`src/hdl/cg_energy_error_termination_assert.svh`:
```
// ---------------------------------------------------------------------------
// CG energy error termination - assertion macros
// Concurrent checks on the module clock, idle while rst_n is low.
// ---------------------------------------------------------------------------
`ifndef CG_ENERGY_ERROR_TERMINATION_ASSERT_SVH
`define CG_ENERGY_ERROR_TERMINATION_ASSERT_SVH

`ifndef SYNTHESIS
// cond holds at every clock edge out of reset
`define CGEE_ASSERT(lbl, cond) \
  lbl: assert property (@(posedge clk) disable iff (!rst_n) (cond)) \
    else $error("cgee assertion failed");
// cons holds in the cycle after ante
`define CGEE_ASSERT_NEXT(lbl, ante, cons) \
  lbl: assert property (@(posedge clk) disable iff (!rst_n) (ante) |=> (cons)) \
    else $error("cgee assertion failed");
`else
`define CGEE_ASSERT(lbl, cond)
`define CGEE_ASSERT_NEXT(lbl, ante, cons)
`endif

`endif

```
`src/hdl/cgee_pkg.sv`:
```
// ---------------------------------------------------------------------------
// CG energy error termination - shared package
// Sizes, register indexes, control bundles and a saturating-add helper function.
// ---------------------------------------------------------------------------
package cgee_pkg;

  // Depth of the term history
  localparam int MAX_LA  = 16;
  localparam int RING_AW = (MAX_LA > 1) ? $clog2(MAX_LA) : 1;
  localparam int LA_W    = $clog2(MAX_LA + 1);

  // Step counter
  localparam int              CNT_W   = 17;
  localparam logic [CNT_W-1:0] CNT_MAX = 17'd65536;

  // Configuration register indexes
  localparam logic [2:0] REG_REL_ACC   = 3'd0;
  localparam logic [2:0] REG_MACH_EPS  = 3'd1;
  localparam logic [2:0] REG_ABS_ACC   = 3'd2;
  localparam logic [2:0] REG_MIN_ACC   = 3'd3;
  localparam logic [2:0] REG_MAX_STEPS = 3'd4;
  localparam logic [2:0] REG_LOOK_AHD  = 3'd5;

  // One operation for the shared multiply-accumulate unit
  typedef struct packed {
    logic        vld;
    logic        clr;   // start a new sum
    logic [1:0]  sh;    // place the product at 32*sh
    logic [31:0] a;
    logic [31:0] b;
  } mac_op_t;

  // Term ring control
  typedef struct packed {
    logic               wr_en;
    logic [RING_AW-1:0] wr_idx;
    logic               rd_en;
    logic [RING_AW-1:0] rd_idx;
    logic               sum_clr;
  } ring_ctl_t;

  function automatic logic [63:0] sat_add64(input logic [63:0] a, input logic [63:0] b);
    logic [64:0] s;
    s = {1'b0, a} + {1'b0, b};
    return s[64] ? {64{1'b1}} : s[63:0];
  endfunction

endpackage

```
`src/hdl/cgee_mac.sv`:
```
// ---------------------------------------------------------------------------
// CG energy error termination - shared multiply-accumulate unit
// 32x32 multiplier, registered, feeding a 128-bit placed accumulator.
// ---------------------------------------------------------------------------
module cgee_mac import cgee_pkg::*; (
  input  logic          clk,
  input  logic          rst_n,
  input  mac_op_t       op,
  output logic [127:0]  acc
);

  logic [63:0]  prod_r;
  logic         vld_r;
  logic         clr_r;
  logic [1:0]   sh_r;
  logic [127:0] acc_r;
  logic [127:0] addend;

  // Stage 1: multiply
  always_ff @(posedge clk) begin
    if (!rst_n) begin
      vld_r <= 1'b0;
    end else begin
      vld_r <= op.vld;
    end
    prod_r <= {32'd0, op.a} * {32'd0, op.b};
    clr_r  <= op.clr;
    sh_r   <= op.sh;
  end

  // Stage 2: place and accumulate
  assign addend = {64'd0, prod_r} << {sh_r, 5'd0};

  always_ff @(posedge clk) begin
    if (vld_r) begin
      acc_r <= (clr_r ? 128'd0 : acc_r) + addend;
    end
  end

  assign acc = acc_r;

endmodule

```
`config.mk`:
```
export PLATFORM = sky130hd
export DESIGN_NAME = cgee_mac
export DESIGN_NICKNAME = d
export VERILOG_FILES = /design/src/hdl/cg_energy_error_termination_assert.svh /design/src/hdl/cgee_pkg.sv /design/src/hdl/cgee_mac.sv
export SDC_FILE = /design/constraint.sdc
export NUM_CORES = 2
export LEC_CHECK = 0
export BUFFER_PORTS_ARGS = -buffer_cell sky130_fd_sc_hd__clkbuf_2
export CAP_MARGIN = 25
export CORE_AREA = 4 4 343 345
export DETAILED_ROUTE_END_ITERATION = 12
export DIE_AREA = 0 0 347 349
export HOLD_SLACK_MARGIN = 0.15
export PLACE_DENSITY_LB_ADDON = 0.15
export SETUP_SLACK_MARGIN = 0.2
export SLEW_MARGIN = 30
export SYNTH_ARGS = -nofsm -noshare
export SYNTH_HDL_FRONTEND = slang
export SYNTH_SLANG_ARGS = --single-unit
```
`constraint.sdc`:
```
create_clock -name clk -period 12.1 [get_ports clk]
set_input_delay 2.42 -clock clk [delete_from_list [all_inputs] [get_ports clk]]
set_output_delay 2.42 -clock clk [all_outputs]
set_load 0.05 [all_outputs]
```
# After elaboration in Yosys (flattened, before gate mapping)
# Index checks and enable logic that the tools add are counted.
# W data, S select, Z words.
# classes
n_mul	1
mux	1
add_sub_neg	1
shift	1
# op_table
operator	count
$add A128 B128 Y128	1
$mux W128	1
$shl A64 B7 Y128	1
$mul A32 B32 Y64	1
# word_totals
wordCells	9
regBits	196
output_inout_bits	128
inputBits	70

# Depth between registers and ports, before layout
# depth
word_depth	2
mapped_depth	31
mapped_depth_nobuf	29

# Least setup slack after synthesis
# Ideal clock, no wire load.
# synth_path
path_kind	in2reg
start	input port op[8] in the netlist's numbering
end	register prod_r[57]
required_ns	12.028
slack_ns	2.653
setup_ns	0.072
stages	28
path_buffers	2
arrival_time_ns	9.375
path_cell_list	clkbuf_1 -> nand2_1 -> fa_1 -> inv_1 -> fa_1 -> inv_1 -> fa_1 -> inv_1 -> fa_1 -> fa_1 -> inv_1 -> fa_1 -> fa_1 -> fa_1 -> inv_1 -> ha_1 -> clkbuf_1 -> a21o_1 -> a21o_1 -> a21o_1 -> a21o_1 -> a211oi_1 -> o21bai_1 -> a41o_1 -> a221oi_2 -> o41ai_2 -> a31oi_1 -> xnor2_1
# synth_via
elab_chain_cells	1
# synth_rtl
item	line	rtl
from (decl)	cgee_mac.sv:8	input mac_op_t op,
$mul A32 B32 Y64	cgee_mac.sv:26	prod_r <= {32'd0, op.a} * {32'd0, op.b};
to (signal assigned)	cgee_mac.sv:26	
to (decl)	cgee_mac.sv:12	logic [63:0] prod_r;
# No other way between the ends.
# A chain may end at the register's enable or synchronous reset.

# Worst setup path in the final report
# layout_path
start	input port op[8] in the netlist's numbering
end	register prod_r[63]
# The elaborated chain is that of the path after synthesis.

==> flow_metrics.tcl <==
set metrics [dict create \
    outcome "complete, no violations" \
    drc 0 \
    die_area_mm2 0.121 \
    grtUsageMet2 0.458 \
    cp_num_buf_inv 6 \
    reg2regPathDepth 14 \
    yosysTopAreaCell "fa_1" \
    final_hold_viol_count 0 \
    timing.fmax_mhz 99.8 \
    place_congestion 0.954 \
    crit_type "in -> reg" \
    std_cell_rows 124 \
    pin_count 198 \
    synth_top_family_by_area "adder cells" \
    place_hpwl_mm 132 \
    drt-initial-drc-count 2466 \
    synth-compound-area-share 0.102 \
    hold_end "acc[0]$_DFFE_PP_" \
    cts_resized 0 \
    grt_pass1_wl_mm 248 \
    postCtsHoldBufs 0 \
    wl_per_cell_um 23.1 \
    critPathRequiredTime_ps 12460 \
    grt.met3_usage 0.0288 \
    vias 37900 \
    reg2reg_from "clr_r$_DFF_P_" \
    worst-path-max-fanout 32 \
    cpMostUsedCell "fa_1" \
    cts_sinks 196 \
    die_y_um 349 \
    slowest_delay_ps 730 \
    fin_crit_sh 0.828 \
    ys_ff_latch 196 \
    ant_nets 0 \
    nFillCells 11400 \
    clockBufferDepth 2 \
    post-route-min-period_ps 10020 \
    gr-usage-all-layers 0.267 \
    clk_pin_slew_ps 90 \
    cpLargestDelayFamily "adder cells" \
    relSlewSlack 0.257 \
    cp_slowest_cell "clkbuf_2" \
    cts_setup_buffers 0 \
    synth_top_area_frac 0.366 \
    yosys_warnings 0 \
    yosysSeqAreaShare 0.106 \
    grt_overflow_total 0 \
    viasPerCell 5.42 \
    synth_mux_area_frac 0.00654 \
    worstHoldPathCells 2 \
    syn_inst 5539 \
    r2r-end "acc[127]$_DFFE_PP_" \
    htreeDepth 4 \
    synth.avg_cell_area_um2 8.85 \
    root_buffer "clkbuf_16" \
    tns_ps 0 \
    drtPass1Iterations 6 \
    drv_slew 0 \
    clock_skew_ps 27.2 \
    first_global_vias 39800 \
    yosys.area_share.simple 0.190 \
    initial_utilization 0.429 \
    synth_xor_area_frac 0.0336 \
    setup_violations 0 \
    min_path_type "reg -> reg" \
    routed_wl_mm 161 \
    insertion_delay_ps 490 \
    dp.cells 6947 \
    grt_use_met1 0.355 \
    critPathLaunchType "input port" \
    whs_ps 742 \
    worst_pin_slew_ps 1080 \
    ys.flop_type "edfxtp_1" \
    synthAdderAreaFrac 0.466 \
    antenna_found_initial 7 \
    synth_area_leaders "fa_1 37%, ha_1 10%, edfxtp_1 7.8%, and2_1 7.8%, inv_1 7.0%" \
    syn-cell-area_mm2 0.0490 \
    drive_gt1_frac 0.0551 \
    layout.cells.most_common_list "917 x inv_1, 897 x fa_1, 648 x nand2_1" \
    synth_edf_count 128 \
    synthDistinctLibCells 84 \
    layoutNonFillerInstCount 6984 \
    ys_async_sr_fraction 0 \
    syn_to_final_growth_pct 5.09 \
    max_cap_violations 0 \
    nNetsFinal 6811 \
    cts_tree "done" \
    reg2reg_slack_ps 6600 \
    cp.arrival_ps 10390 \
    portBuffers 197 \
    numCtsBuffers 17 \
    end_kind "register" \
    busiest_layer "met2" \
    layout_commonest_cell "inv_1" \
    core_mm2 0.114 \
    dieWidth_um 347 \
    grt_start_max_net_pins 71 \
    grt_setup_unrepaired "false" \
    synth_fp_nets 6896 \
    hold_path.startpoint "acc[0]$_DFFE_PP_" \
]
==> metrics by stage <==
stage	utilization	area [um^2]	setup WS, ps
after floorplan	-	49000	2650
after global placement	0.445	50800	1700
after detailed placement	0.445	50800	1610
after CTS	0.451	51500	2130
after global routing	0.451	51500	1710
final	0.451	51500	2080
==> worst register-to-register path: cells and delay by family, from the launching register on <==
family | cells | cell delay [ps]
AO/OA/AOI/OAI | 7 | 1770
XOR/XNOR | 1 | 140
adder cells (fa/ha/maj) | 1 | 490
buffers and inverters | 2 | 920
flip-flops | 1 | 780
AND/OR/NAND/NOR | 3 | 1140
==> worst max-delay path by stage <==
stage,to,slack [ps],startpoint,cells after the start
after floorplan,prod_r[57]$_DFF_P_,2650,op[8],28
after global placement,prod_r[63]$_DFF_P_,1700,op[45],26
after detailed placement,prod_r[63]$_DFF_P_,1610,op[45],26
after CTS,prod_r[63]$_DFF_P_,2130,op[45],26
after global routing,prod_r[61]$_DFF_P_,1710,op[49],25
final,prod_r[63]$_DFF_P_,2080,op[8],27
==> registers in the layout (all words and copies together), names as in the netlist <==
signal	cells
clr_r	1
vld_r	1
sh_r	2
prod_r	64
acc	128
==> layout make-up <==
cell class / instances / area (um^2) / area share
Antenna cell: 5 / 12.5 / 0.000243
Sequential cell: 196 / 5220 / 0.101
Clock inverter: 15 / 220 / 0.00428
Clock buffer: 17 / 425 / 0.00826
Tap cell: 1512 / 1890 / 0.0367
Inverter: 917 / 3440 / 0.0668
Multi-Input combinational cell: 4101 / 39100 / 0.760
Timing Repair Buffer: 221 / 1170 / 0.0226
==> logic make-up after synthesis <==
| family | Yosys count |
|---|---|
| fa+ha+maj | 1287 |
| flops | 196 |
| simple gates | 1826 |
| mux | 32 |
| compound gates | 768 |
| xor+xnor | 188 |
| buf+inv | 1242 |
==> synth_stat cells, types with 8 or more instances <==
master      n
inv_1     917
fa_1      897
nand2_1   648
and2_1    610
ha_1      390
clkbuf_1  312
a21oi_1   267
nor2_1    177
nor2b_1   176
o21ai_0   134
edfxtp_1  128
xnor2_1   122
a21o_1     99
nand4_1    79
dfxtp_1    68
xor2_1     66
o21bai_1   63
nor3_1     36
a22o_1     32
mux2i_1    32
nand3_1    25
o21a_1     22
a31oi_1    21
a211oi_1   18
nand2b_1   18
and3_1     16
nor4_1     12
o31ai_1    11
o21ai_1     9
o221ai_1    9
buf_2       8
o211ai_1    8
==> layer usage <==
layer / vias to the layer above / wire (um)
met2: 1134 / 78200
met5: - / 28
met1: 19300 / 68600
met4: 6 / 5960
li1: 17100 / -
met3: 247 / 8240
Power is left out: the tool's default activity adds up to more than one toggle a clock period on the data nets, which glitch-free logic cannot reach.
