File: src/hdl/cg_energy_error_termination_assert.svh
// ---------------------------------------------------------------------------
// CG energy error termination - assertion macros
// Concurrent checks on the module clock, idle while rst_n is low.
// ---------------------------------------------------------------------------
`ifndef CG_ENERGY_ERROR_TERMINATION_ASSERT_SVH
`define CG_ENERGY_ERROR_TERMINATION_ASSERT_SVH

`ifndef SYNTHESIS
// cond holds at every clock edge out of reset
`define CGEE_ASSERT(lbl, cond) \
  lbl: assert property (@(posedge clk) disable iff (!rst_n) (cond)) \
    else $error("cgee assertion failed");
// cons holds in the cycle after ante
`define CGEE_ASSERT_NEXT(lbl, ante, cons) \
  lbl: assert property (@(posedge clk) disable iff (!rst_n) (ante) |=> (cons)) \
    else $error("cgee assertion failed");
`else
`define CGEE_ASSERT(lbl, cond)
`define CGEE_ASSERT_NEXT(lbl, ante, cons)
`endif

`endif

File: src/hdl/cgee_pkg.sv
// ---------------------------------------------------------------------------
// CG energy error termination - shared package
// Sizes, register indexes, control bundles and a saturating-add helper function.
// ---------------------------------------------------------------------------
package cgee_pkg;

  // Depth of the term history
  localparam int MAX_LA  = 16;
  localparam int RING_AW = (MAX_LA > 1) ? $clog2(MAX_LA) : 1;
  localparam int LA_W    = $clog2(MAX_LA + 1);

  // Step counter
  localparam int              CNT_W   = 17;
  localparam logic [CNT_W-1:0] CNT_MAX = 17'd65536;

  // Configuration register indexes
  localparam logic [2:0] REG_REL_ACC   = 3'd0;
  localparam logic [2:0] REG_MACH_EPS  = 3'd1;
  localparam logic [2:0] REG_ABS_ACC   = 3'd2;
  localparam logic [2:0] REG_MIN_ACC   = 3'd3;
  localparam logic [2:0] REG_MAX_STEPS = 3'd4;
  localparam logic [2:0] REG_LOOK_AHD  = 3'd5;

  // One operation for the shared multiply-accumulate unit
  typedef struct packed {
    logic        vld;
    logic        clr;   // start a new sum
    logic [1:0]  sh;    // place the product at 32*sh
    logic [31:0] a;
    logic [31:0] b;
  } mac_op_t;

  // Term ring control
  typedef struct packed {
    logic               wr_en;
    logic [RING_AW-1:0] wr_idx;
    logic               rd_en;
    logic [RING_AW-1:0] rd_idx;
    logic               sum_clr;
  } ring_ctl_t;

  function automatic logic [63:0] sat_add64(input logic [63:0] a, input logic [63:0] b);
    logic [64:0] s;
    s = {1'b0, a} + {1'b0, b};
    return s[64] ? {64{1'b1}} : s[63:0];
  endfunction

endpackage

File: src/hdl/cgee_ring.sv
// ---------------------------------------------------------------------------
// CG energy error termination - term ring and window sum
// Holds recent terms; sums the selected entries one per cycle, saturating.
// ---------------------------------------------------------------------------
module cgee_ring import cgee_pkg::*; (
  input  logic        clk,
  input  logic        rst_n,
  input  ring_ctl_t   ctl,
  input  logic [63:0] wr_data,
  output logic [63:0] window_sum
);

  logic [63:0] ring_mem [MAX_LA];
  logic [63:0] rd_data_r;
  logic        rd_vld_r;
  logic [63:0] sum_r;

  always_ff @(posedge clk) begin
    if (ctl.wr_en) begin
      ring_mem[ctl.wr_idx] <= wr_data;
    end
    if (ctl.rd_en) begin
      rd_data_r <= ring_mem[ctl.rd_idx];
    end
  end

  always_ff @(posedge clk) begin
    if (!rst_n) begin
      rd_vld_r <= 1'b0;
      sum_r    <= 64'd0;
    end else begin
      rd_vld_r <= ctl.rd_en;
      if (ctl.sum_clr) begin
        sum_r <= 64'd0;
      end else if (rd_vld_r) begin
        sum_r <= sat_add64(sum_r, rd_data_r);
      end
    end
  end

  assign window_sum = sum_r;

endmodule

File: config.mk
export PLATFORM = sky130hd
export DESIGN_NAME = cgee_ring
export DESIGN_NICKNAME = d
export VERILOG_FILES = /design/src/hdl/cg_energy_error_termination_assert.svh /design/src/hdl/cgee_pkg.sv /design/src/hdl/cgee_ring.sv
export SDC_FILE = /design/constraint.sdc
export NUM_CORES = 1
export LEC_CHECK = 0
export BUFFER_PORTS_ARGS = -buffer_cell sky130_fd_sc_hd__buf_2
export CELL_PAD_IN_SITES_DETAIL_PLACEMENT = 0
export CELL_PAD_IN_SITES_GLOBAL_PLACEMENT = 1
export CORE_AREA = 2 2 294 296
export DETAILED_ROUTE_END_ITERATION = 6
export DIE_AREA = 0 0 296 298
export PLACE_DENSITY = 0.84
export SLEW_MARGIN = 30
export SYNTH_ARGS = -nofsm -noshare
export SYNTH_HDL_FRONTEND = slang
export SYNTH_SLANG_ARGS = --single-unit
File: constraint.sdc
create_clock -name clk -period 7.8 [get_ports clk]
set_clock_uncertainty 0.1 [all_clocks]
set_input_delay 1.17 -clock clk [delete_from_list [all_inputs] [get_ports clk]]
set_output_delay 1.17 -clock clk [all_outputs]
set_load 0.05 [all_outputs]
# After elaboration in Yosys (flattened, before gate mapping)
# Memories as Yosys holds them, arrays and structs flattened. A register that Yosys moved wholly into a read port is not among the register bits.
# Index checks and enable logic that the tools add are counted.
# W data, S select, Z words.
# op_classes
n_reduce_logical	1
n_bitwise	1
n_mux	3
addsub	1
# ops
operator	n
$add A64 B64 Y65	1
$mux W64	1
$mux W1	2
$reduce_or A2 Y1	1
$not A1 Y1	1
# totals
output_inout_bits	64
ram_bits	1024
n_memories	1
input_bits	77
register_bits	65
# mem_list
memory	words	word_bits	rd	rd_ports_with_merged_regs	write_ports	line	rtl
ring_mem	16	64	1	1	1	cgee_ring.sv:13	logic [63:0] ring_mem [MAX_LA];

# Depth between registers and ports, before layout
# Gate-level depths: netlist of run 1.
# logic_depth
word_depth	2
ltp_mapped	12

# Worst setup path after synthesis of run 1
# OpenSTA, ideal clock, no wires.
# synth_path
kind	input to register
from	input port ctl[8] in the netlist's numbering
to	memory ring_mem[0][0], enable pin
stages	2
required_ns	7.135
setup_ns	0.565
t_arrival_ns	6.033
slack_ns	1.101
path_cell_list	or3b_2 nor3_1
# synth_rtl
element	line	rtl
start: declaration	cgee_ring.sv:8	input ring_ctl_t ctl,
end: declaration	cgee_ring.sv:13	
# Straight into the memory's write port.

# Worst setup path after layout of run 1
# layout_path
from	register rd_data_r[0], read port of ring_mem
to	register sum_r[34], in the netlist window_sum[34]
# layout_between
elab_chain_len	2
# layout_rtl
element	line	rtl
start: declaration	cgee_ring.sv:14	logic [63:0] rd_data_r;
$add A64 B64 Y65	cgee_pkg.sv:44	s = {1'b0, a} + {1'b0, b};
$mux W64	cgee_pkg.sv:45	return s[64] ? {64{1'b1}} : s[63:0];
end signal: assignment	cgee_ring.sv:36	sum_r <= sat_add64(sum_r, rd_data_r);
end: declaration	cgee_ring.sv:16	logic [63:0] sum_r;
# No other way between the ends.
# A chain may end at the register's enable or synchronous reset.

==> run summary, run 1 <==
The number of antenna violations at the first check in global routing is 17, and the post-route worst hold slack is 0.455 ns. Of all flip-flops after synthesis, the portion carrying an async set or reset was 0%. The worst path uses 49.8% of the clock period.

The largest individual stage delay along the critical path comes from the cell sky130_fd_sc_hd__buf_4. Total power per unit cell area: 253 nW/µm². After legalization and detailed placement, the total HPWL measured 60700 µm. Yosys mapped a number of flops with a built-in enable equal to 1088.

The most used flip-flop cell after synthesis is sky130_fd_sc_hd__edfxtp_1. The type of the most critical hold path was reg2reg. The clock period could shrink to 3.88 ns.

Along the worst path, the maximum fanout reaches 57. The post-detailed-route wirelength per cell came out at 31.7 µm. Setup repair after global routing left no endpoint under its margin.

The critical path is of the reg2reg type. After clock tree synthesis, the repair step resized 0 gates. The tools report the number of max-slew violations in the final report as 0. The total negative slack for setup checks was 0 ns; the share of the synthesized netlist area taken by xor and xnor gates was 1.09%. Synthesized-area fraction occupied by adder cells: 1.77%.

The largest single stage delay on the critical path is 0.56 ns. For this block, the routed nets add up to 118000 µm of wire. The first global-routing pass estimated 172000 µm of wire. The slew at the pin closest to its max-slew limit was 0.958 ns. The logs give 0 for the number of hold violations in the final report and 0 for the count of synthesis-stage warnings from yosys. The number of placed instances, taps included, is 3509.

The tools report the endpoint type of the worst setup path as a register. STA puts the critical path data required time at 8.19 ns. Measured against its own limit, the worst slew margin works out to 36.1%. The most crowded layer after global routing was met2. The first detailed-routing pass took 7 iterations. In this run the critical register-to-register path is launched from rd_data_r[0]$_DFFE_PP_. Largest family of logic cells by synthesized area: multiplexers.

Grouping stages by cell kind, the critical path spends the most delay in compound AO/OA/AOI/OAI gates. The instance count along the most critical hold path was 2. In the layout the commonest cells are 1088 x sky130_fd_sc_hd__edfxtp_1, 320 x sky130_fd_sc_hd__mux4_2, 135 x sky130_fd_sc_hd__buf_2.

The portion of netlist area occupied by mux cells was 15.5%. For this block, the via count after detailed routing is 24400. Area growth from synthesis to layout: 12.2%. The floorplan step set the die height to 298 µm. A synthesized cell averages 20.2 µm².

For this configuration, the core starts out at a cell density of 54.8%. The tools report the critical register-to-register path endpoint as window_sum[34]$_SDFFE_PP0P_. Summing all placed instances gives a cell area of 48600 µm². The remaining global-route overflow came out at 0.

The number of cells on the worst reg-to-reg path is 11. The tools report the worst IR drop on VDD as 0.180 mV. For the total setup violations reported at the end of the flow, the log shows 0. The startpoint of the most critical hold path is window_sum[12]$_SDFFE_PP0P_. The violation count after the first detailed-route iteration is 2945, and the slack of the worst reg-to-reg path is 3.92 ns. Based on the critical path, the design can be clocked at up to 257 MHz.

The critical path goes through ha_1, fa_1, a21oi_1, nor2_1, o2111ai_1, nand3_1, a22o_2, a2111oi_4, o31a_2, buf_4, a41oi_2. The run gives 17.1 nW as the leakage power summed over all cells. In the synthesized netlist, the number of instances is 2301.

After routing the design area is 52200 µm². After detailed routing, the number of remaining DRC violations is 0. The library cell used most frequently in the layout, excluding fill and tap cells, is sky130_fd_sc_hd__edfxtp_1. In this run the number of H-tree levels came out at 3.

Across the run, the number of max-cap violations was 0. The root buffer cell chosen for the clock tree is sky130_fd_sc_hd__clkbuf_16. The sequential element share of the synthesized area is 73.1%, and the top cell type's share of synthesized area is 70.3%.

Utilization of the core after routing: 61.5%. In the final layout, the share of cells above drive strength 1 is 28.6%. Area of the mapped netlist: 46500 µm².

Entering global routing, the biggest net connects 99 pins. The run gives 107 as the standard-cell row count. Synthesis instantiated 88 different standard cells from the library. Clock tree synthesis inserted a total of 108 buffers. Prior to clock tree synthesis, the placed netlist has a worst setup slack of 3.59 ns.

For the hold buffer count at cts, the log shows 0. The logs give 88200 µm² for the floorplan die area and 84900 µm² for the core area. After clock tree synthesis, the clock-pin slew on the worst setup and hold paths is 0.06 ns. The total of buffers placed on input and output ports came out at 140. The final layout contains 2618 nets.

Ranked by total cell area, the synthesized netlist is headed by sky130_fd_sc_hd__edfxtp_1 70%, sky130_fd_sc_hd__mux4_2 15%, sky130_fd_sc_hd__dfxtp_1 2.8%. For this design, the sink count on the clock tree is 1153. For the data arrival time of the worst path, the log shows 4.28 ns.

For this run, the total global-route usage over all layers was measured as 27.1%. The synthesis-stage register bit count was 1153; the complex-gate fraction of the synthesized area was 4.91%. Measured along the x axis, the die boundary spans 296 µm.

The basic-gate share of the synthesized area counting and, or, nand and nor cells works out to 2.42%. The largest total area in the synthesized netlist belongs to sky130_fd_sc_hd__edfxtp_1. For this run, global-route usage on met3 was measured as 5.16%. For this run, global-route usage on met2 was measured as 45.1%. Across all setup checks in the final design, the least slack found is 3.92 ns. The tools report the number of global-route vias before repair as 25100. Overall power consumption after layout is estimated at 13.2 mW.

For the maximum clock path buffer count, the log shows 3. After detailed routing, the number of vias per cell comes to 6.58. Global routing used 37.1% of the available met1 tracks.

Clock latency on the worst-skew pair, taken at its later pin, is 0.70 ns. The count of nets left with antenna violations once routing finished came out at 0. The combined buffer and inverter count along the critical path is 1, and the top-level I/O count is 141. The buffers inserted during post-CTS setup optimization came out at 0.

The run finished with clean final reports. The post-layout instance count excluding filler cells was 3713; the post-synth net total was 2443. The congestion estimate from routability-driven global placement came to 0.928. TritonCTS built the clock tree. The end point of the most critical hold path is window_sum[12]$_SDFFE_PP0P_. The startpoint type of the worst setup path was a register.
[cell families (layout without fill, tap and decap cells)]
group	Yosys count	after routing
other	0	6
buffers and inverters	133	395
muxes	320	320
AOI/OAI and AO/OA	347	347
and+or+nand+nor	225	225
DFF	1153	1153
xor gates and xnor gates	58	58
adders and majority gates	65	65
[power breakdown]
group	internal (mW)	switching [mW]	total [mW]
clock network	2.88	2.36	5.24
registers	6.94	0.0914	7.03
logic	0.357	0.559	0.916
total	10.2	3.01	13.2
[worst max path at each step]
stage | slack (ns) | end | startpoint | cells past startpoint
CTS | 3.92 | window_sum[34]$_SDFFE_PP0P_ | rd_data_r[0]$_DFFE_PP_ | 11
finish | 3.92 | window_sum[34]$_SDFFE_PP0P_ | rd_data_r[0]$_DFFE_PP_ | 11
global route | 3.66 | window_sum[34]$_SDFFE_PP0P_ | rd_data_r[0]$_DFFE_PP_ | 11
floorplan | 1.10 | ring_mem[0][0]$_DFFE_PP_ | ctl[8] | 2
global placement | 3.63 | rd_data_r[0]$_DFFE_PP_ | ctl[1] | 4
detailed placement | 3.59 | rd_data_r[0]$_DFFE_PP_ | ctl[1] | 4
[flip-flops by register name (all words and copies together) (netlist names)]
| name | flops |
|---|---|
| rd_data_r | 64 |
| rd_vld_r | 1 |
| ring_mem | 1024 |
| window_sum | 64 |
[area by class of cell]
type	instances	area (µm²)
Sequential cell	1153	34000
Fill cell	5607	32700
Multi-Input combinational cell	1015	12100
Clock buffer	124	2780
Tap cell	1144	1430
Timing Repair Buffer	182	1120
Clock inverter	73	709
Inverter	16	60.1
Antenna cell	6	15.0
[cell usage after synthesis (7+ instances only)]
library cell	instances
sky130_fd_sc_hd__edfxtp_1	1088
sky130_fd_sc_hd__mux4_2	320
sky130_fd_sc_hd__a21oi_1	119
sky130_fd_sc_hd__o21ai_0	88
sky130_fd_sc_hd__dfxtp_1	65
sky130_fd_sc_hd__ha_1	64
sky130_fd_sc_hd__nand2_1	62
sky130_fd_sc_hd__nor2_1	62
sky130_fd_sc_hd__clkbuf_1	61
sky130_fd_sc_hd__a21o_1	29
sky130_fd_sc_hd__xnor2_1	29
sky130_fd_sc_hd__xor2_1	29
sky130_fd_sc_hd__buf_1	27
sky130_fd_sc_hd__a21oi_2	24
sky130_fd_sc_hd__buf_2	20
sky130_fd_sc_hd__nand4_1	19
sky130_fd_sc_hd__nor3_1	16
sky130_fd_sc_hd__inv_1	14
sky130_fd_sc_hd__nand3_1	14
sky130_fd_sc_hd__o21bai_1	12
sky130_fd_sc_hd__o21a_1	8
sky130_fd_sc_hd__nand2b_1	7
sky130_fd_sc_hd__nor2b_1	7
sky130_fd_sc_hd__o211ai_1	7
[worst register-to-register path, delay by kind of cell, from the launching register on]
family | cells | cell delay, ns
adders and majority gates | 2 | 0.66
AOI/OAI and AO/OA | 6 | 1.68
DFF | 1 | 0.40
and+or+nand+nor | 2 | 0.31
buffers and inverters | 1 | 0.56
[routing by layer]
layer	vias up	part of all wire (%)
met3	165	8.8
met5	-	0.11
met2	1410	51
met4	18	1.9
li1	9955	-
met1	12900	38
No activity file was read; power rests on OpenSTA's default activity.
==> run 2, diff against run 1 <==
--- a/config.mk
+++ b/config.mk
@@ -8,10 +8,10 @@
 export BUFFER_PORTS_ARGS = -buffer_cell sky130_fd_sc_hd__buf_2
 export CELL_PAD_IN_SITES_DETAIL_PLACEMENT = 0
 export CELL_PAD_IN_SITES_GLOBAL_PLACEMENT = 1
-export CORE_AREA = 2 2 294 296
+export CORE_AREA = 2 2 312 314
 export DETAILED_ROUTE_END_ITERATION = 6
-export DIE_AREA = 0 0 296 298
-export PLACE_DENSITY = 0.84
+export DIE_AREA = 0 0 314 316
+export PLACE_DENSITY = 0.79
 export SLEW_MARGIN = 30
 export SYNTH_ARGS = -nofsm -noshare
 export SYNTH_HDL_FRONTEND = slang
==> constraint.sdc (replaced) <==
create_clock -name clk -period 3.25 [get_ports clk]
set_clock_uncertainty 0.1 [all_clocks]
set_input_delay 0.4875 -clock clk [delete_from_list [all_inputs] [get_ports clk]]
set_output_delay 0.4875 -clock clk [all_outputs]
set_load 0.05 [all_outputs]
==> run 2 against run 1 <==
Final area is 2.2% higher. Setup slack worse by 3.8 ns. Global-route usage is 4.7 points lower. Register-to-register slack worse by 3.8 ns. Critical path depth is 1 lower. Total power is 140% higher. Non-clock buffer count is 68 higher. Via count is 2.2% lower. Critical path type unchanged.
==> run summary, run 2 (synthesis results as in run 1) <==
The final layout net count is 2686 (+2.6%). The floorplan die area is 99200 µm² (+12%). The starting density of the core is 48.4% (-6.3 points). The tools report the first-pass GRT wire length as 162000 µm (-5.8%). The number of hold violations in the final report came out at 0 (unchanged). The clock sink total came out at 1153 (unchanged).

TritonCTS built the clock tree. The number of max-slew violations in the final report is 0 (unchanged), and the post-detailed-route wirelength per cell is 28.5 µm (-10%). Remaining global-route overflow: 0 (unchanged).

Violation count after the first detailed-route iteration: 2684 (-8.9%). The count of max-cap constraint violations is 0 (unchanged). The shortest clock period the worst path allows after layout came out at 3.18 ns (-0.705 ns). The flow ran to the end, and the final reports show no timing, DRC or antenna violations.

The relative slew slack was 48.2% (+12 points); the number of H-tree levels was 3 (unchanged). For the final setup slack of the worst path, the log shows 0.0704 ns (-3.84 ns). The run gives 24700 (-1.6%) as the number of global-route vias before repair. Setup repair after global routing left no endpoint under its margin.

The tools report the total setup violations reported at the end of the flow as 0 (unchanged). The run gives 3.63 ns (-0.65 ns) as the data arrival time of the worst path. From synthesis to final layout, the design area changed by 14.6%. The logs give 96000 µm² (+13%) for the core area and 49800 µm² (+2.3%) for the standard cell area after detailed placement. The sum of internal, switching and leakage power was 31.3 mW (+140%). The largest individual stage delay along the critical path comes from the cell sky130_fd_sc_hd__edfxtp_1.

The tools report the count of unresolved DRC violations after routing as 0 (unchanged). The floorplan die height was 316 µm (+6.0%); the total iterations of the first detailed-routing run was 5 (-2). The logs give 23900 (-2.2%) for the total number of vias and 315 MHz (+22%) for the maximum frequency from static timing analysis.

STA classifies the critical path startpoint as a register. The slew at the pin closest to its max-slew limit was 0.774 ns (-0.184 ns); the share of the clock period used by the worst path after layout was 97.8% (+48 points). The worst setup path category is reg2reg. The utilization of the core after routing was 55.5% (-5.9 points). The critical path's most frequent cell was sky130_fd_sc_hd__a21oi_1. The run gives 111000 µm (-5.4%) as the total detailed-routing wirelength. For the post-layout instance count excluding filler cells, the log shows 3913 (+5.4%). The final instance area is 53300 µm² (+2.2%), and the total routing resource utilization after global routing is 22.4% (-4.7 points). The number of placed instances with taps included was 3704 (+5.6%). The data required time of the worst path is 3.70 ns (-4.49 ns), and the leakage power summed over all cells is 17.5 nW (+2.7%). The run gives 0.404 mV (+120%) as the worst IR drop on VDD. Horizontal die dimension: 314 µm (+6.1%). The total power per unit cell area was 587 nW/µm² (+130%); the clock-pin transition on the worst setup and hold timing paths was 0.06 ns (about the same). The endpoint type of the worst setup path was a register. Type of the most critical hold path: in2reg.

The largest net degree at the start of global routing came out at 65 (-34%). The detail-routed via count per cell is 6.11 (-7.2%), and the flip-flop count of the largest register after layout is 1024 (unchanged). Proportion of layout cells with a drive suffix above 1: 30.5% (+2.0 points). The insertion delay to the later sink of the worst-skew pair is 0.68 ns (-0.02 ns).

Walking the worst path, the cells encountered are ha_1, a21oi_1, o21ai_1, a221oi_1, or3_1, o21ai_2, a2111oi_4, o31a_4, buf_8, a21oi_1. The final weighted congestion in routability-driven placement came out at 0.919 (-0.97%). The run gives 141 (unchanged) as the top-level I/O count. For the number of antenna violations at the first check in global routing, the log shows 29 (+12). For the maximum clock path buffer count, the log shows 3 (unchanged). The most frequent standard cell in the layout excluding fill and tap cells is sky130_fd_sc_hd__edfxtp_1. The total clock buffers created by CTS is 108 (unchanged). The root buffer cell chosen for the clock tree is sky130_fd_sc_hd__clkbuf_16.

The stage delay of the slowest cell on the critical path is 0.45 ns (-0.11 ns). The count of fill cells added during filler insertion is 6984 (+25%), and the standard-cell row count is 114 (+6.5%). The number of nets with antenna violations after routing came out at 0 (unchanged). Leaving out fill and tap cells, the most frequent cells in the layout are 1088 x sky130_fd_sc_hd__edfxtp_1, 320 x sky130_fd_sc_hd__mux4_2, 135 x sky130_fd_sc_hd__buf_2.

The sum of net half-perimeters after detailed placement is 64700 µm (+6.6%). More flip-flops sit in one register than any other, and that register is ring_mem. The total of buffers placed on input and output ports is 140 (unchanged). Worst-path maximum fanout: 17 (-70%).

Worst slack at placement: -0.0136 ns (-3.61 ns).
[run 2: final timing paths]
kind | from | cells after the start | slack, ns | endpoint
worst max-delay path | rd_data_r[37]$_DFFE_PP_ | 10 | 0.07 | window_sum[16]$_SDFFE_PP0P_
worst min-delay path | ctl[0] | 4 | 0.08 | window_sum[59]$_SDFFE_PP0P_
worst max register to register | rd_data_r[37]$_DFFE_PP_ | 10 | 0.07 | window_sum[16]$_SDFFE_PP0P_
worst min register to register | window_sum[3]$_SDFFE_PP0P_ | 2 | 0.44 | window_sum[3]$_SDFFE_PP0P_
[run 2: report_power, final]
part	internal [mW]	switching, mW	leakage [nW]
Clock	6.88	5.25	1.65
Combinational	0.960	1.43	5.46
Sequential	16.6	0.147	10.4
Total	24.5	6.82	17.5
[run 2: metrics by stage]
step	TNS, ns	hold WS [ns]
floorplan	-249.73	0.486
global placement	0	0.419
detailed placement	-0.0136	0.429
CTS	-0.0191	0.0368
global route	0	0.0720
finish	0	0.0835
[run 2: per-layer routing]
| layer | part of all wire [%] | track usage [%] | wire length, µm |
|---|---|---|---|
| met3 | 7.9 | 4.58 | 8840 |
| met2 | 50 | 36.9 | 55300 |
| met1 | 40 | 30.9 | 44500 |
| met4 | 2.3 | 5.84 | 2510 |
| met5 | 0.14 | 0 | 160 |
[run 2: timing repair]
action / CTS / global route
hold buffers: 1 / 0
resized for setup: 0 / 15
buffers inserted: 0 / 2
setup endpoints to repair: 3 / 61
pin swaps: 1 / 7
endpoints found under the hold margin: 1 / 0
gates cloned: 0 / 3
[run 2: final cells by class]
| cell class | count | area (µm²) | area share (%) |
|---|---|---|---|
| flip-flops and latches | 1153 | 34000 | 63.7 |
| multi-input cells | 1015 | 12100 | 22.8 |
| clock buffers | 132 | 2840 | 5.32 |
| repair buffers | 250 | 2140 | 4.02 |
| well taps | 1276 | 1600 | 2.99 |
| clock inverters | 65 | 542 | 1.02 |
| inverters | 16 | 60.1 | 0.113 |
| diodes | 6 | 15.0 | 0.0282 |
[run 2: critical path: cells and delay by family, from the launching register on]
kind                       cells  cell delay [ns]
AOI/OAI and AO/OA              7             1.71
buffers and inverters          1             0.19
DFF                            1             0.45
and+or+nand+nor                1             0.19
adders and majority gates      1             0.42
==> run 3, diff against run 2 <==
--- a/config.mk
+++ b/config.mk
@@ -8,9 +8,10 @@
 export BUFFER_PORTS_ARGS = -buffer_cell sky130_fd_sc_hd__buf_2
 export CELL_PAD_IN_SITES_DETAIL_PLACEMENT = 0
 export CELL_PAD_IN_SITES_GLOBAL_PLACEMENT = 1
-export CORE_AREA = 2 2 312 314
+export CORE_AREA = 8 8 318 320
 export DETAILED_ROUTE_END_ITERATION = 6
-export DIE_AREA = 0 0 314 316
+export DIE_AREA = 0 0 326 328
+export GPL_TIMING_DRIVEN = 0
 export PLACE_DENSITY = 0.79
 export SLEW_MARGIN = 30
 export SYNTH_ARGS = -nofsm -noshare
==> run 3 against run 2 <==
The run now ends with setup timing left. Count of clock-buffer cells in the layout increased by 2. Routed wire length increased by 7.2%. Clock power about the same. Critical endpoint is now window_sum[34]$_SDFFE_PP0P_. Largest cell class unchanged.
==> run summary, run 3 (synthesis results as in run 1) <==
Total of buffers placed on input and output ports: 136 (-2.9%). Leaving out fill and tap cells, the most frequent cell in the layout is sky130_fd_sc_hd__edfxtp_1. TritonCTS built the clock tree. The tools report the fraction of power consumed by the clock network as 38.2% (-0.5 points). The tools report the number of H-tree levels as 3 (unchanged). The total number of vias was 24700 (+3.5%); the violation count after the first detailed-route iteration was 2878 (+7.2%).

The worst IR drop on VDD came out at 0.425 mV (+5.4%). Data arrival time of the worst path: 3.84 ns (+0.21 ns). The core area is 96000 µm² (unchanged). Type of the most critical hold path: in2reg. For the total routing resource utilization after global routing, the log shows 21.8% (-0.64 points). In the layout the commonest cells are 1088 x sky130_fd_sc_hd__edfxtp_1, 320 x sky130_fd_sc_hd__mux4_2, 173 x sky130_fd_sc_hd__buf_2.

The starting density of the core was 48.4% (unchanged). Startpoint type of the worst setup path: a register. The final setup slack of the worst path was -0.0723 ns (-0.143 ns); the total internal power was 24.2 mW (-1.3%).

The count of unresolved DRC violations after routing was 0 (unchanged). Ranked by flip-flop count, first place goes to ring_mem. Endpoint type of the worst setup path: a register. Number of placed instances with taps included: 3803 (+2.7%). By startpoint and endpoint, the worst setup path is classified as reg2reg. For the total detailed-routing wirelength, the log shows 119000 µm (+7.2%). For the clock sink total, the log shows 1153 (unchanged). Setup repair after global routing could not meet its margin everywhere.

For the total setup violations reported at the end of the flow, the log shows 26 (+26). The slew at the pin closest to its max-slew limit was 1.09 ns (+0.311 ns). The worst slack at placement was -0.592 ns (-0.578 ns); the maximum frequency from static timing analysis was 301 MHz (-4.3%).

The remaining global-route overflow was 0 (unchanged). The post-detailed-route wirelength per cell works out to 29.5 µm (+3.8%). The run gives 0.69 ns (about the same) as the insertion delay to the later sink of the worst-skew pair. The checks that failed: setup timing. The logs give 2799 (+4.2%) for the final layout net count and 25500 (+3.3%) for the number of global-route vias before repair. The share of power burned in registers is 53.9% (+0.3 points). The area growth from synthesis to layout is 17.6%, and the standard-cell row count is 114 (unchanged). The total iterations of the first detailed-routing run is 6 (+1).

The largest net degree at the start of global routing is 43 (-34%). The count of max-cap constraint violations is 0 (unchanged). The horizontal die dimension is 326 µm (+3.8%), and the flip-flop count of the largest register after layout is 1024 (unchanged).

The tools report the number of nets with antenna violations after routing as 0 (unchanged). For the combinational fraction of design power, the log shows 7.9% (+0.3 points). The logs give 0 (unchanged) for the number of hold violations in the final report and 18.1 nW (+3.4%) for the leakage power summed over all cells. The share of the clock period used by the worst path after layout is 102% (+4.4 points), and the sum of net half-perimeters after detailed placement is 81100 µm (+25%). The detail-routed via count per cell was 6.12 (+0.19%); the slack of the worst reg-to-reg path was -0.07 ns (-0.14 ns). The switching share of total power was 22.5% (+0.75 points); the total clock buffers created by CTS was 106 (-1.9%). The shortest clock period the worst path allows after layout came out at 3.32 ns (+0.143 ns). The maximum clock path buffer count was 3 (unchanged); the total power per unit cell area was 570 nW/µm² (-2.9%). Proportion of layout cells with a drive suffix above 1: 31.6% (+1.0 points).

The clock-pin transition on the worst setup and hold timing paths is 0.06 ns (about the same), and the number of antenna violations at the first check in global routing is 29 (unchanged). The run gives 4041 (+3.3%) as the post-layout instance count excluding filler cells. The flow ran to the end, but the final reports show violations.

CTS placed an instance of sky130_fd_sc_hd__clkbuf_16 at the clock tree root. The switching power of the nets is 7.03 mW (+3.1%), and the data required time of the worst path is 3.77 ns (+0.07 ns). The sum of internal, switching and leakage power is 31.2 mW (-0.35%).

The first-pass GRT wire length came out at 172000 µm (+5.7%). The worst-path maximum fanout was 3 (-14); the final weighted congestion in routability-driven placement was 0.868 (-5.6%). The number of max-slew violations in the final report was 0 (unchanged); the relative slew slack was 27.7% (-21 points). The floorplan die height works out to 328 µm (+3.8%).

The floorplan die area came out at 107000 µm² (+7.8%). The top-level I/O count came out at 141 (unchanged).
## run 3: layout make-up
class	instances	area, µm²
Inverter	16	60.1
Clock buffer	134	2800
Timing Repair Buffer	250	2890
Clock inverter	67	505
Antenna cell	15	37.5
Sequential cell	1153	34000
Multi-Input combinational cell	1015	12200
Tap cell	1276	1600
Buffer	115	592
Fill cell	6834	41300
## run 3: path summary, 6_finish.rpt
check	from	end	cells after the start
setup / recovery	rd_data_r[0]$_DFFE_PP_	window_sum[34]$_SDFFE_PP0P_	11
hold reg to reg	window_sum[6]$_SDFFE_PP0P_	window_sum[6]$_SDFFE_PP0P_	2
setup reg to reg	rd_data_r[0]$_DFFE_PP_	window_sum[34]$_SDFFE_PP0P_	11
hold / removal	wr_data[52]	ring_mem[9][52]$_DFFE_PP_	1
## run 3: metrics by stage
stage	utilization, %	hold WS [ns]	TNS (ns)	instance area (µm²)
after global routing	56.9	0.0604	-3.44	54700
after CTS	56.7	0.0257	-2.97	54400
final	57.0	0.0734	-0.813	54700
after global placement	50.9	0.421	-2707.19	48800
after floorplan	-	0.486	-249.73	46600
after detailed placement	53.0	0.428	-51.10	50900
## run 3: timing repair
item,CTS,global route
cloned,0,5
hold buffers,1,0
buffers inserted,14,3
endpoints found under the setup margin,64,64
endpoints found under the hold margin,1,0
pin swaps,12,18
gates resized for setup,32,11
## run 3: critical path: stages (launching register included)
cell and delay [ns]:
sky130_fd_sc_hd__edfxtp_1 0.55, sky130_fd_sc_hd__ha_4 0.25, sky130_fd_sc_hd__fa_2 0.37, sky130_fd_sc_hd__a21oi_4 0.18
sky130_fd_sc_hd__nor2_2 0.07, sky130_fd_sc_hd__or2_0 0.26, sky130_fd_sc_hd__a2111o_1 0.47, sky130_fd_sc_hd__nand3_2 0.15
sky130_fd_sc_hd__nand2b_4 0.07, sky130_fd_sc_hd__a21oi_4 0.17, sky130_fd_sc_hd__or4b_4 0.48, sky130_fd_sc_hd__a41oi_2 0.14
## run 3: power groups by stage
| stage | Combinational, mW | Clock [mW] | Sequential (mW) |
|---|---|---|---|
| 2_1_floorplan | 1.39 | 0 | 17.1 |
| 3_3_place_gp | 2.21 | 0 | 17.1 |
| 3_5_place_dp | 2.38 | 0 | 17.1 |
| 4_1_cts | 2.43 | 12.1 | 16.8 |
| 5_1_grt | 2.62 | 12.6 | 16.8 |
| 6_report | 2.46 | 11.9 | 16.8 |
## run 3: routing by layer
metal	GRT usage [%]	up-vias	wire, µm
met5	0	-	131
met4	6.38	22	3090
met3	5.58	211	11300
met1	28.5	12800	45900
li1	-	10300	-
met2	36.1	1320	58900
